--- src/design/b64sc_pkg.sv ---
// Package for the base64 stream codec: widths, mode codes and the
// alphabet mapping functions. Depends on nothing else.
package b64sc_pkg;

	localparam int unsigned ByteW   = 8;
	localparam int unsigned SextetW = 6;
	localparam int unsigned GroupW  = 24;

	typedef enum logic {
		MODE_ENCODE = 1'b0,
		MODE_DECODE = 1'b1
	} mode_t;

	localparam logic [ByteW-1:0] PadChar = 8'h3D;

	// Maps a sextet onto its alphabet character.
	function automatic logic [ByteW-1:0] sextet_to_char(input logic [SextetW-1:0] v);
		logic [ByteW-1:0] w;
		logic [ByteW-1:0] r;
		w = {2'b00, v};
		if (v < 6'd26) begin
			r = 8'h41 + w;
		end else if (v < 6'd52) begin
			r = 8'h61 + w - 8'd26;
		end else if (v < 6'd62) begin
			r = 8'h30 + w - 8'd52;
		end else if (v == 6'd62) begin
			r = 8'h2B;
		end else begin
			r = 8'h2F;
		end
		return r;
	endfunction

	// Maps a character onto its sextet; characters outside the alphabet give 0.
	function automatic logic [SextetW-1:0] char_to_sextet(input logic [ByteW-1:0] c);
		logic [SextetW-1:0] r;
		if (c >= 8'h41 && c <= 8'h5A) begin
			r = SextetW'(c - 8'h41);
		end else if (c >= 8'h61 && c <= 8'h7A) begin
			r = SextetW'(c - 8'h61 + 8'd26);
		end else if (c >= 8'h30 && c <= 8'h39) begin
			r = SextetW'(c - 8'h30 + 8'd52);
		end else if (c == 8'h2B) begin
			r = 6'd62;
		end else if (c == 8'h2F) begin
			r = 6'd63;
		end else begin
			r = '0;
		end
		return r;
	endfunction

endpackage

--- src/design/base64_stream_codec.sv ---
// Top level of the base64 stream codec: group collection, the per-item encode/decode
// logic and a four-entry result register drained one beat a cycle while out_stall
// is low. Uses b64sc_pkg for widths, mode codes and the alphabet functions.
//
//   channel  direction  handshake          payload
//   cfg      in         cfg_valid/ready    cfg_data (mode)
//   in       in         in_valid/in_stall  data_byte, last
//   out      out        out_valid/stall    out_byte, out_last, bad_end
//
// An input beat is folded into the group state in the cycle it is accepted;
// its results (up to four) sit in the result register from the next cycle
// and leave one per cycle while out_stall is low. Beats that make no result are
// taken at any time; the result register sets the encoding rate, and encoding
// takes a group's bytes while the last group's characters drain. Decoding takes
// one character per cycle while out_stall is low; a group's three bytes drain meanwhile.
// Reset (arst_n low) clears mode to encode and empties group and results.
// A full result register stalls the input side only for a beat that makes results.
module base64_stream_codec (
	input  logic       clk,
	input  logic       arst_n,
	input  logic       cfg_valid,
	output logic       cfg_ready,
	input  logic       cfg_data,
	input  logic       in_valid,
	output logic       in_stall,
	input  logic [7:0] data_byte,
	input  logic       last,
	output logic       out_valid,
	input  logic       out_stall,
	output logic [7:0] out_byte,
	output logic       out_last,
	output logic       bad_end
);

	b64sc_pkg::mode_t                   mode_q;
	logic [b64sc_pkg::GroupW-1:0]       group_bits_q;
	logic [1:0]                         group_count_q;
	logic [1:0]                         pad_seen_q;

	logic [b64sc_pkg::ByteW-1:0]        res_byte_q [4];
	logic [2:0]                         res_rem_q;
	logic [1:0]                         res_pos_q;
	logic                               res_last_q;
	logic                               res_bad_q;

	logic [b64sc_pkg::GroupW-1:0]       nx_bits;
	logic [1:0]                         nx_count;
	logic [1:0]                         nx_pad;
	logic [2:0]                         nx_n;
	logic                               nx_bad;
	logic [b64sc_pkg::ByteW-1:0]        nx_byte [4];

	logic [b64sc_pkg::GroupW-1:0]       enc_group;
	logic [b64sc_pkg::GroupW-1:0]       enc_bits;
	logic [b64sc_pkg::GroupW-1:0]       dec_group;
	logic [2:0]                         cnt;
	logic [1:0]                         pad_inc;
	logic [2:0]                         nchar;
	logic [2:0]                         nbytes;

	logic in_fire;
	logic out_fire;
	logic res_free;

	assign cfg_ready = 1'b1;
	assign out_valid = (res_rem_q != 3'd0);
	assign out_byte  = res_byte_q[res_pos_q];
	assign out_last  = res_last_q && (res_rem_q == 3'd1);
	assign bad_end   = res_bad_q;
	assign out_fire  = out_valid && !out_stall;
	// The result register can take a new set of results in this cycle.
	assign res_free  = (res_rem_q == 3'd0) || ((res_rem_q == 3'd1) && !out_stall);
	assign in_stall  = !res_free && (nx_n != 3'd0);
	assign in_fire   = in_valid && !in_stall;

	always_comb begin
		cnt       = {1'b0, group_count_q} + 3'd1;
		enc_group = {group_bits_q[15:0], data_byte};
		dec_group = {group_bits_q[17:0], b64sc_pkg::char_to_sextet(data_byte)};
		pad_inc   = (pad_seen_q == 2'd3) ? 2'd3 : pad_seen_q + 2'd1;
		nx_bits   = '0;
		nx_count  = '0;
		nx_pad    = '0;
		nx_n      = '0;
		nx_bad    = 1'b0;
		enc_bits  = '0;
		nchar     = '0;
		nbytes    = '0;
		for (int i = 0; i < 4; i++) begin
			nx_byte[i] = '0;
		end
		case (mode_q)
			b64sc_pkg::MODE_ENCODE: begin
				case (cnt)
					3'd1:    enc_bits = {data_byte, 16'h0000};
					3'd2:    enc_bits = {enc_group[15:0], 8'h00};
					default: enc_bits = enc_group;
				endcase
				nchar = cnt + 3'd1;
				if (cnt == 3'd3 || last) begin
					nx_n = 3'd4;
					for (int i = 0; i < 4; i++) begin
						nx_byte[i] = (3'(i) < nchar)
							? b64sc_pkg::sextet_to_char(enc_bits[23-6*i -: 6])
							: b64sc_pkg::PadChar;
					end
				end else begin
					nx_bits  = enc_group;
					nx_count = cnt[1:0];
				end
			end
			b64sc_pkg::MODE_DECODE: begin
				nx_pad = (data_byte == b64sc_pkg::PadChar) ? pad_inc : pad_seen_q;
				nbytes = (nx_pad == 2'd3) ? 3'd0 : 3'd3 - {1'b0, nx_pad};
				nx_byte[0] = dec_group[23:16];
				nx_byte[1] = dec_group[15:8];
				nx_byte[2] = dec_group[7:0];
				if (cnt != 3'd4) begin
					if (last) begin
						nx_n       = 3'd1;
						nx_bad     = 1'b1;
						nx_byte[0] = '0;
						nx_pad     = '0;
					end else begin
						nx_bits  = dec_group;
						nx_count = cnt[1:0];
					end
				end else begin
					nx_pad = '0;
					if (nbytes == 3'd0 && last) begin
						nx_n       = 3'd1;
						nx_bad     = 1'b1;
						nx_byte[0] = '0;
					end else begin
						nx_n = nbytes;
					end
				end
			end
			default: ;
		endcase
	end

	always_ff @(posedge clk or negedge arst_n) begin
		if (!arst_n) begin
			mode_q        <= b64sc_pkg::MODE_ENCODE;
			group_bits_q  <= '0;
			group_count_q <= '0;
			pad_seen_q    <= '0;
			res_rem_q     <= '0;
			res_pos_q     <= '0;
			res_last_q    <= 1'b0;
			res_bad_q     <= 1'b0;
		end else begin
			if (cfg_valid && cfg_ready) begin
				mode_q        <= b64sc_pkg::mode_t'(cfg_data);
				group_bits_q  <= '0;
				group_count_q <= '0;
				pad_seen_q    <= '0;
			end else if (in_fire) begin
				group_bits_q  <= nx_bits;
				group_count_q <= nx_count;
				pad_seen_q    <= nx_pad;
			end
			if (in_fire && nx_n != 3'd0) begin
				res_rem_q  <= nx_n;
				res_pos_q  <= '0;
				res_last_q <= last;
				res_bad_q  <= nx_bad;
			end else if (out_fire) begin
				res_rem_q <= res_rem_q - 3'd1;
				res_pos_q <= res_pos_q + 2'd1;
			end
		end
	end

	always_ff @(posedge clk) begin
		if (in_fire && nx_n != 3'd0) begin
			for (int i = 0; i < 4; i++) begin
				res_byte_q[i] <= nx_byte[i];
			end
		end
	end

	a_rem_range: assert property (@(posedge clk) disable iff (!arst_n)
		res_rem_q <= 3'd4)
		else $error("result count out of range");

	a_bad_is_last: assert property (@(posedge clk) disable iff (!arst_n)
		out_valid && bad_end |-> out_last && res_rem_q == 3'd1)
		else $error("bad_end beat is not the final beat");

	a_enc_no_bad: assert property (@(posedge clk) disable iff (!arst_n)
		out_valid && mode_q == b64sc_pkg::MODE_ENCODE |-> !bad_end)
		else $error("bad_end raised while encoding");

	a_enc_count: assert property (@(posedge clk) disable iff (!arst_n)
		mode_q == b64sc_pkg::MODE_ENCODE |-> group_count_q != 2'd3)
		else $error("encode group holds more than two bytes");

	a_result_follows: assert property (@(posedge clk) disable iff (!arst_n)
		in_fire && nx_n != 3'd0 |=> out_valid)
		else $error("results of an accepted beat did not appear");

endmodule

--- config.mk ---
export PLATFORM = sky130hd
export DESIGN_NAME = base64_stream_codec
export DESIGN_NICKNAME = d
export VERILOG_FILES = /design/src/design/b64sc_pkg.sv /design/src/design/base64_stream_codec.sv
export SDC_FILE = /design/constraint.sdc
export NUM_CORES = 1
export LEC_CHECK = 0
export ABC_AREA = 0
export BUFFER_PORTS_ARGS = -buffer_cell sky130_fd_sc_hd__buf_2
export CAP_MARGIN = 10
export CORE_MARGIN = 1
export CORE_UTILIZATION = 41
export DETAILED_ROUTE_END_ITERATION = 7
export GPL_TIMING_DRIVEN = 0
export SYNTH_ARGS = -nofsm -noshare
export SYNTH_HDL_FRONTEND = slang
export SYNTH_SLANG_ARGS = --single-unit
--- constraint.sdc ---
create_clock -name clk -period 4.24 [get_ports clk]
set_clock_uncertainty 0.15 [all_clocks]
set_input_delay 0.848 -clock clk [delete_from_list [all_inputs] [get_ports clk]]
set_output_delay 0.848 -clock clk [all_outputs]
set_load 0.005 [all_outputs]
==> results of run 1 <==
stage by stage:
stage          setup WS [ns]  instance area (sq um)  hold WS (ns)
2_1_floorplan        0.00714                   5560         0.324
3_3_place_gp           -1.17                   5910         0.328
3_5_place_dp           0.213                   5940         0.341
4_1_cts                0.288                   6280         0.353
5_1_grt               0.0483                   6280         0.390
6_report               0.220                   6280         0.355
sequential cells by signal (all words and copies together), names as in the netlist:
name           flops
res_pos_q          2
group_bits_q      18
pad_seen_q         2
res_rem_q          3
group_count_q      2
bad_end            1
mode_q             1
res_byte_q        32
res_last_q         1
worst reg2reg max path: cells and delay by family, from the launching register on:
kind	cells	cell delay, ns
compound gates	4	1.46
fa+ha+maj	2	0.59
buf+inv	5	0.76
flops	1	0.48
simple gates	2	0.28
area by class of cell:
cell class | instances | area [sq um] | share of cell area
Buffer | 41 | 220 | 0.0351
Timing Repair Buffer | 26 | 145 | 0.0231
Sequential cell | 62 | 1710 | 0.272
Inverter | 44 | 165 | 0.0263
Multi-Input combinational cell | 493 | 3470 | 0.553
Clock inverter | 7 | 121 | 0.0193
Tap cell | 176 | 220 | 0.0351
Clock buffer | 9 | 225 | 0.0358
power breakdown:
group,internal (W),leakage (nW),total (W),switching [W]
logic,0.000406,1.64,0.00101,0.000605
registers,0.000741,0.682,0.000801,0.0000606
clock network,0.000576,0.170,0.000849,0.000272
total,0.00172,2.49,0.00266,0.000938
cell families after synthesis:
| kind of cell | synth area share |
|---|---|
| compound gates | 0.252 |
| xor+xnor | 0.0315 |
| fa+ha+maj | 0.0810 |
| buf+inv | 0.0693 |
| flops | 0.308 |
| mux | 0.0472 |
| other cells | 0.000674 |
| simple gates | 0.210 |
worst min-delay path by stage:
stage,end,slack [ns],cells after the start,startpoint
after floorplan,res_last_q,0.32,1,res_last_q
after global placement,bad_end,0.33,2,bad_end
after detailed placement,res_last_q,0.34,1,res_last_q
after CTS,res_last_q,0.35,1,res_last_q
after global routing,res_last_q,0.39,1,res_last_q
final,res_last_q,0.35,1,res_last_q
routing by layer:
layer / routed length, um / global-route usage / share of wire / vias up
li1: - / - / - / 2493
met1: 8130 / 0.368 / 0.45 / 2601
met2: 8290 / 0.421 / 0.46 / 230
met3: 1070 / 0.0357 / 0.059 / 40
met4: 669 / 0.117 / 0.037 / 0
met5: 0 / 0 / 0 / -
placed cells by master, fill, tap and decap left out, drive strengths merged, types with 8 or more instances in the layout:
| cell type | synthesis | final |
|---|---|---|
| edfxtp | 32 | 32 |
| buf | 20 | 46 |
| ha | 36 | 36 |
| dfrtp | 30 | 30 |
| nand2b | 11 | 11 |
| nor3 | 25 | 25 |
| a221oi | 15 | 15 |
| clkbuf | 21 | 30 |
| nand2 | 63 | 63 |
| a21oi | 39 | 39 |
| o21ai | 31 | 31 |
| inv | 43 | 44 |
| mux4 | 8 | 8 |
| nand3 | 16 | 16 |
| a22o | 11 | 11 |
| o221ai | 9 | 9 |
| nor3b | 12 | 12 |
| nor2 | 56 | 56 |
| xnor2 | 14 | 14 |
==> run_results.csv, run 1 <==
group,metric,value,unit
outcome,outcome,"complete, no violations",
critical_path,r2r_setup_slack,0.22,ns
global_routing,grt_pass1_wl,28.8,mm
yosys,post-synth-top-area-fraction,0.173,
yosys,synth_area,0.00556,sq mm
sta,max_freq,249,MHz
critical_path,slowest_delay,0.62,ns
critical_path,ff2ff_path_depth,13,
flow_run,maxCapViolCount,0,
cts,cts-buffers-inserted,9,
critical_path,crit_path_start_kind,"flop",
power_and_ir_drop,leakagePower,2.49,nW
place,globalplace.congestion,0.924,
cts,clock_tree.htree_level_count,3,
floorplanning,die-area,0.0140,sq mm
place,dp_wirelength,13.9,mm
layout,drive_gt1_frac,0.145,
sta,tightest_slew,1.00,ns
critical_path,largest_fanout_of_any_net_on_the_critical_path,10,
layout,final_core_utilization,0.474,
yosys,yosys-top-cells-count,"nand2_1 (62), nor2_1 (55), inv_1 (41)",
global_routing,number_of_global_route_vias_before_repair,5133,
power_and_ir_drop,peakVddDrop,0.000209,V
yosys,synth_cell_type_count,86,
yosys,yosys.cell_count.top_type,"nand2_1",
floorplanning,die_h,118,um
route,drtPass1Iterations,5,
critical_path,critical_path.top_delay_family,"compound AO/OA/AOI/OAI gates",
yosys,average_cell_area_after_synthesis,8.69,sq um
cts,cts.sinks,62,
critical_path,crit_cells,13,
global_routing,grt_max_degree,35,
place,number_of_cells_after_detailed_placement,842,
cts,clockRootBuffer,"clkbuf_16",
global_routing,initial_antenna_violation_count,0,
layout,fill_cells,1319,
cts,worst_skew_pair.late_latency,0.33,ns
sta,finalCritPeriodShare,0.948,
critical_path,timing.critical_path.to_type,"flop",
critical_path,crit_start,"group_count_q[0]",
layout,area_delta_synth_final,12.9,%
cts,cts.clk_slew.worst_paths,0.06,ns
floorplanning,core_area,0.0132,sq mm
layout,num-nets-final,728,
critical_path,cpMostUsedCell,"inv_1",
cts,cts-hold-fix-buffers,0,
global_routing,track_usage,0.268,
sta,finalSetupViolCount,0,
critical_path,crit_arrival,3.91,ns
yosys,biggest_area_contributors_in_the_synthesized_netlist,"edfxtp_1 (17%), dfrtp_1 (13%), ha_1 (8.1%)",
route,postRouteWirelength,18.2,mm
power_and_ir_drop,power.density,424,mW/mm^2
floorplanning,placement_rows,42,
floorplanning,die_width,118,um
sta,rsz_0062_raised_after_global_routing,"false",
route,drcViolationCount,0,
floorplanning,design.portCount,28,
critical_path,timing_worst_setup_path_type,"flop to flop",
critical_path,crit_buf_inv,5,
route,drt.antenna.violating_nets,0,
cts,cts_repair_resize_count,0,
yosys,post_synthesis_cell_count,640,
yosys,most_instantiated_flip_flop_cell_in_the_synthesis_netlist,"edfxtp_1",
route,detail_route.vias_per_cell,6.25,
global_routing,grt_remaining_overflow,0,
yosys,share_of_synthesized_registers_carrying_an_async_set_or_reset,0.484,
route,post_dr_wirelength_cell,21.2,um
yosys,number_of_flops_mapped_to_enable_cells_by_yosys,32,
critical_path,critical_path.cell_chain,"inv_1 > ha_1 > buf_6 > nand2b_1 > o21ai_1 > inv_1 > ha_1 > a21oi_1 > buf_2 > inv_1 > a211oi_1 > nor4_1 > o32ai_1",
yosys,synth_top_area_cell,"edfxtp_1",
route,routed-via-count,5364,
sta,finalHoldViolCount,0,
critical_path,rr_startpoint,"group_count_q[0]",
yosys,yosysSeqAreaShare,0.308,
cts,cts_tree,"yes",
sta,drv_slew,0,
critical_path,critPathCapture,"res_byte_q[2][2]",
place,portBuffers,25,
layout,antennaDiodeCount,0,
floorplanning,initial_utilization,0.420,
power_and_ir_drop,power.total,0.00266,W
layout,final_cell_count_no_fill,858,
critical_path,r2r-end,"res_byte_q[2][2]",
critical_path,timing.critical_path.required,4.13,ns
min_path,kind_of_path_behind_the_tightest_hold_check,"flop to flop",
yosys,synth.ff_latch_count,62,
cts,post_cts_buffers,0,
route,initialDrtViolationCount,601,
yosys,post_synthesis_net_count,691,
sta,fin_crit_period,4.02,ns
yosys,synth.yosys.warnings,0,
cts,max-clock-path-buffers,2,
sta,sum_neg_setup_slack,0,ns
critical_path,critical_path.slowest_cell,"o32ai_1",
sta,max-slew-margin-rel,0.328,
(Power assumes the default switching activity.)
==> run 2: changes to the inputs <==
--- a/config.mk
+++ b/config.mk
@@ -12,6 +12,9 @@
 export CORE_UTILIZATION = 41
 export DETAILED_ROUTE_END_ITERATION = 7
 export GPL_TIMING_DRIVEN = 0
+export HOLD_SLACK_MARGIN = 0.05
+export PLACE_DENSITY_LB_ADDON = 0.1
+export REMOVE_ABC_BUFFERS = 1
 export SYNTH_ARGS = -nofsm -noshare
 export SYNTH_HDL_FRONTEND = slang
 export SYNTH_SLANG_ARGS = --single-unit
==> run_results.csv, run 2 (synthesis results as in run 1) <==
group,metric,value,unit
outcome,outcome,"complete, no violations",
power_and_ir_drop,cell_internal_pwr,0.00164,W
critical_path,timing.critical_path.to_type,"flop",
cts,cts.clk_slew.worst_paths,0.05,ns
place,globalplace.congestion,0.882,
layout,num-nets-final,691,
floorplanning,placement_rows,42,
sta,drv_slew,0,
layout,largest_registers,"res_byte_q: 32 flops, group_bits_q: 18 flops, res_rem_q: 3 flops",
layout,fill_cells,1291,
min_path,hold_start,"res_last_q",
min_path,kind_of_path_behind_the_tightest_hold_check,"flop to flop",
route,detail_route.vias_per_cell,6.27,
global_routing,number_of_global_route_vias_before_repair,4844,
route,drcViolationCount,0,
cts,cts-buffers-inserted,9,
cts,cts.sinks,62,
critical_path,rr_startpoint,"group_count_q[0]",
global_routing,initial_antenna_violation_count,0,
critical_path,crit_path_start_kind,"flop",
critical_path,r2r-end,"res_byte_q[3][5]",
cts,clock_tree.htree_level_count,3,
critical_path,crit_buf_inv,1,
route,postRouteWirelength,17.2,mm
route,initialDrtViolationCount,560,
critical_path,critical_path.slowest_cell,"or4b_2",
power_and_ir_drop,power.density,414,mW/mm^2
min_path,min_delay_worst_endpoint,"res_last_q",
sta,finalSetupViolCount,0,
global_routing,track_usage,0.255,
flow_run,maxCapViolCount,0,
cts,worst_skew_pair.late_latency,0.34,ns
layout,area_delta_synth_final,9.87,%
layout,layout_common_cells,"nand2_1 (62), nor2_1 (54), inv_1 (41)",
global_routing,grt_max_degree,35,
power_and_ir_drop,p_clk_frac,0.304,
critical_path,r2r_setup_slack,0.25,ns
sta,max_freq,250,MHz
cts,post_cts_buffers,0,
critical_path,cpMostUsedCell,"ha_1",
layout,layout_commonest_cell,"nand2_1",
critical_path,ff2ff_path_depth,10,
place,portBuffers,26,
critical_path,timing.critical_path.required,4.21,ns
power_and_ir_drop,peakVddDrop,0.000210,V
cts,cts-hold-fix-buffers,0,
floorplanning,die_width,118,um
critical_path,timing_worst_setup_path_type,"flop to flop",
layout,area.sequential,0.00171,sq mm
global_routing,grt_remaining_overflow,0,
route,drtPass1Iterations,5,
global_routing,grt_pass1_wl,27.4,mm
route,routed-via-count,5145,
power_and_ir_drop,leakagePower,2.39,nW
sta,whs,0.363,ns
floorplanning,die_h,118,um
critical_path,crit_start,"group_count_q[0]",
cts,clockRootBuffer,"clkbuf_16",
critical_path,largest_fanout_of_any_net_on_the_critical_path,25,
route,post_dr_wirelength_cell,20.9,um
sta,max-slew-margin-rel,0.123,
sta,finalCritPeriodShare,0.942,
route,drt.antenna.violating_nets,0,
layout,footprint_of_the_multi_input_gates,0.00349,sq mm
power_and_ir_drop,power.sequential.fraction,0.342,
critical_path,critical_path.cell_chain,"ha_1 > buf_16 > nor2_4 > nand2_1 > ha_1 > a21oi_1 > nor2b_1 > o21ai_2 > or4b_2 > a31oi_1",
min_path,timing.hold.worst_path_depth,1,
cts,max-clock-path-buffers,2,
layout,final_core_utilization,0.462,
power_and_ir_drop,power.switching_fraction,0.353,
critical_path,critical_path.top_delay_family,"simple AND/OR/NAND/NOR gates",
floorplanning,initial_utilization,0.420,
critical_path,crit_arrival,3.97,ns
sta,finalHoldViolCount,0,
sta,tightest_slew,1.31,ns
critical_path,slowest_delay,0.62,ns
power_and_ir_drop,switching_component_of_the_power,0.000893,W
layout,biggest_register,"res_byte_q",
sta,sum_neg_setup_slack,0,ns
sta,rsz_0062_raised_after_global_routing,"false",
layout,antennaDiodeCount,0,
floorplanning,core_area,0.0132,sq mm
layout,max_reg_flops,32,
cts,cts_tree,"yes",
floorplanning,die-area,0.0140,sq mm
place,dp_wirelength,12.2,mm
sta,fin_crit_period,3.99,ns
power_and_ir_drop,comb_power_share,0.355,
layout,drive_gt1_frac,0.135,
floorplanning,design.portCount,28,
run 2: power by group through the flow:
stage,logic (W),clock network [W],registers (W)
finish,0.000897,0.000768,0.000865
detailed placement,0.000887,0,0.000877
global route,0.000993,0.000806,0.000882
floorplan,0.000616,0,0.000830
CTS,0.000894,0.000784,0.000866
global placement,0.000861,0,0.000879
run 2: metrics by stage:
step                area [sq um]  std cells  worst slack, ns  power (W)
floorplan                   5340        599            0.308    0.00145
global placement            5690        801            -1.04    0.00174
detailed placement          5800        805           -0.226    0.00176
CTS                         6100        821            0.151    0.00254
global route                6110        821           0.0265    0.00268
finish                      6110        821            0.245    0.00253
run 2: metal layers:
metal | global-route usage | vias to the layer above | routed length, um
met5 | 0 | - | 0
met4 | 0.0854 | 0 | 399
met3 | 0.0434 | 32 | 1140
met2 | 0.391 | 204 | 7890
met1 | 0.361 | 2494 | 7750
li1 | - | 2415 | -
run 2: cell type report:
type	count	area share
clock inverter	5	0.0121
sequential	62	0.280
inverter	44	0.0270
tap	176	0.0360
timing repair buffer	30	0.0354
clock buffer	11	0.0381
multi-input combinational	493	0.571
run 2: timing repair:
action | 4_1_cts | 5_1_grt
resized for setup | 1 | 2
endpoints found under the hold margin | 0 | 0
pin swaps | 0 | 1
endpoints found under the setup margin | 2 | 2
run 2: worst max path at each step:
stage / depth (start not counted) / end / slack [ns]
floorplan: 5 / res_last_q / 0.31
global placement: 5 / res_last_q / -1.04
detailed placement: 11 / res_byte_q[3][5] / -0.23
CTS: 10 / res_byte_q[3][5] / 0.15
global route: 11 / res_byte_q[2][2] / 0.03
finish: 10 / res_byte_q[3][5] / 0.25
==> run 3: changes to the inputs <==
--- a/config.mk
+++ b/config.mk
@@ -9,7 +9,7 @@
 export BUFFER_PORTS_ARGS = -buffer_cell sky130_fd_sc_hd__buf_2
 export CAP_MARGIN = 10
 export CORE_MARGIN = 1
-export CORE_UTILIZATION = 41
+export CORE_UTILIZATION = 45
 export DETAILED_ROUTE_END_ITERATION = 7
 export GPL_TIMING_DRIVEN = 0
 export HOLD_SLACK_MARGIN = 0.05
==> run_results.csv, run 3 (synthesis results as in run 1) <==
group,metric,value,unit
global_routing,grt_remaining_overflow,0,
cts,post_cts_buffers,0,
power_and_ir_drop,comb_power_share,0.354,
power_and_ir_drop,p_clk_frac,0.306,
cts,cts.clk_slew.worst_paths,0.05,ns
sta,rsz_0062_raised_after_global_routing,"true",
power_and_ir_drop,peakVddDrop,0.000253,V
layout,layout_common_cells,"nand2_1 (62), nor2_1 (54), inv_1 (41)",
layout,max_reg_flops,32,
critical_path,timing.critical_path.to_type,"flop",
critical_path,critical_path.slowest_cell,"o21bai_1",
route,routed-via-count,5079,
floorplanning,design.portCount,28,
sta,finalHoldViolCount,0,
power_and_ir_drop,power.sequential.fraction,0.341,
power_and_ir_drop,power.total,0.00253,W
layout,final_core_utilization,0.506,
layout,area_delta_synth_final,9.15,%
cts,cts-buffers-inserted,9,
critical_path,timing_worst_setup_path_type,"flop to flop",
sta,whs,0.350,ns
floorplanning,die_width,113,um
sta,tightest_slew,1.23,ns
route,drt.antenna.violating_nets,0,
route,detail_route.vias_per_cell,6.41,
critical_path,crit_arrival,4.06,ns
global_routing,grt_max_degree,35,
global_routing,track_usage,0.267,
cts,cts-hold-fix-buffers,0,
cts,max-clock-path-buffers,2,
min_path,timing.hold.worst_path_depth,2,
floorplanning,core_area,0.0120,sq mm
critical_path,slowest_delay,0.52,ns
route,drtPass1Iterations,5,
global_routing,number_of_global_route_vias_before_repair,4691,
floorplanning,placement_rows,40,
layout,drive_gt1_frac,0.138,
sta,max_freq,239,MHz
min_path,min_delay_worst_endpoint,"bad_end",
layout,fill_cells,1163,
place,globalplace.congestion,0.897,
global_routing,grt_pass1_wl,26.1,mm
sta,fin_crit_period,4.19,ns
critical_path,crit_path_start_kind,"flop",
sta,max-slew-margin-rel,0.180,
cts,clockRootBuffer,"clkbuf_16",
power_and_ir_drop,power.switching_fraction,0.353,
floorplanning,die_h,113,um
critical_path,r2r-end,"res_byte_q[2][2]",
critical_path,rr_startpoint,"group_count_q[0]",
sta,finalCritPeriodShare,0.989,
place,portBuffers,26,
floorplanning,die-area,0.0128,sq mm
cts,cts_tree,"yes",
critical_path,largest_fanout_of_any_net_on_the_critical_path,25,
critical_path,timing.critical_path.required,4.11,ns
power_and_ir_drop,leakagePower,2.38,nW
power_and_ir_drop,cell_internal_pwr,0.00164,W
critical_path,cpMostUsedCell,"ha_1",
cts,cts.sinks,62,
layout,footprint_of_the_multi_input_gates,0.00349,sq mm
min_path,kind_of_path_behind_the_tightest_hold_check,"flop to flop",
power_and_ir_drop,power.density,417,mW/mm^2
sta,sum_neg_setup_slack,0,ns
route,initialDrtViolationCount,479,
layout,antennaDiodeCount,0,
flow_run,maxCapViolCount,0,
layout,area.sequential,0.00171,sq mm
layout,num-nets-final,691,
min_path,hold_start,"bad_end",
route,post_dr_wirelength_cell,21.0,um
cts,worst_skew_pair.late_latency,0.33,ns
global_routing,initial_antenna_violation_count,0,
route,drcViolationCount,0,
route,postRouteWirelength,16.6,mm
critical_path,r2r_setup_slack,0.05,ns
place,dp_wirelength,11.9,mm
layout,layout_commonest_cell,"nand2_1",
outcome,outcome,"complete, no violations",
sta,finalSetupViolCount,0,
critical_path,critical_path.cell_chain,"ha_1 > buf_16 > nor2_4 > a21oi_1 > inv_1 > ha_1 > a31oi_1 > o21bai_1 > nand2b_1 > nor4_1 > o32ai_1",
sta,drv_slew,0,
layout,largest_registers,"res_byte_q: 32 flops, group_bits_q: 18 flops, res_rem_q: 3 flops",
layout,biggest_register,"res_byte_q",
critical_path,ff2ff_path_depth,11,
power_and_ir_drop,switching_component_of_the_power,0.000893,W
floorplanning,initial_utilization,0.463,
cts,clock_tree.htree_level_count,3,
[run 3: through the flow]
| step | cells | cell area (sq um) | setup WS [ns] |
|---|---|---|---|
| after floorplan | 599 | 5340 | 0.308 |
| after global placement | 772 | 5660 | -0.972 |
| after detailed placement | 776 | 5750 | -0.235 |
| after CTS | 792 | 6060 | 0.0574 |
| after global routing | 792 | 6070 | -0.0905 |
| final | 792 | 6070 | 0.0487 |
[run 3: what timing repair did]
action                                  in CTS  in global routing
resized for setup                            1                  2
endpoints found under the setup margin       4                  2
cloned                                       0                  0
pin swaps                                    0                  0
[run 3: how the worst max path moves through the flow]
stage | start | depth (start not counted) | to | slack (ns)
6_report | group_count_q[0] | 11 | res_byte_q[2][2] | 0.05
5_1_grt | group_count_q[0] | 11 | res_byte_q[2][2] | -0.09
4_1_cts | group_count_q[0] | 10 | res_byte_q[2][2] | 0.06
3_5_place_dp | group_count_q[0] | 11 | res_byte_q[3][5] | -0.23
3_3_place_gp | data_byte[1] | 7 | res_last_q | -0.97
2_1_floorplan | data_byte[2] | 5 | res_last_q | 0.31
[run 3: critical path: cells and delay by family (launching register included)]
| family | cells | cell delay, ns |
|---|---|---|
| compound gates | 4 | 1.07 |
| fa+ha+maj | 2 | 0.69 |
| buf+inv | 2 | 0.38 |
| flops | 1 | 0.47 |
| simple gates | 3 | 1.09 |
[run 3: cell type report]
| class | instances | share of cell area |
|---|---|---|
| Clock inverter | 6 | 0.0142 |
| Clock buffer | 10 | 0.0377 |
| Timing Repair Buffer | 30 | 0.0336 |
| Inverter | 44 | 0.0272 |
| Multi-Input combinational cell | 493 | 0.575 |
| Tap cell | 147 | 0.0303 |
| Sequential cell | 62 | 0.282 |
[run 3: power groups by stage]
stage / Combinational, W / Sequential, W / Clock (W)
6_report: 0.000895 / 0.000862 / 0.000774
4_1_cts: 0.000887 / 0.000865 / 0.000784
2_1_floorplan: 0.000616 / 0.000830 / 0
5_1_grt: 0.000993 / 0.000881 / 0.000807
3_5_place_dp: 0.000884 / 0.000875 / 0
3_3_place_gp: 0.000854 / 0.000877 / 0
[run 3: routing by layer]
metal | routed length (um) | vias up | track usage
li1 | - | 2405 | -
met1 | 7700 | 2462 | 0.377
met2 | 7700 | 189 | 0.425
met3 | 1010 | 23 | 0.0445
met4 | 215 | 0 | 0.0693
met5 | 0 | - | 0
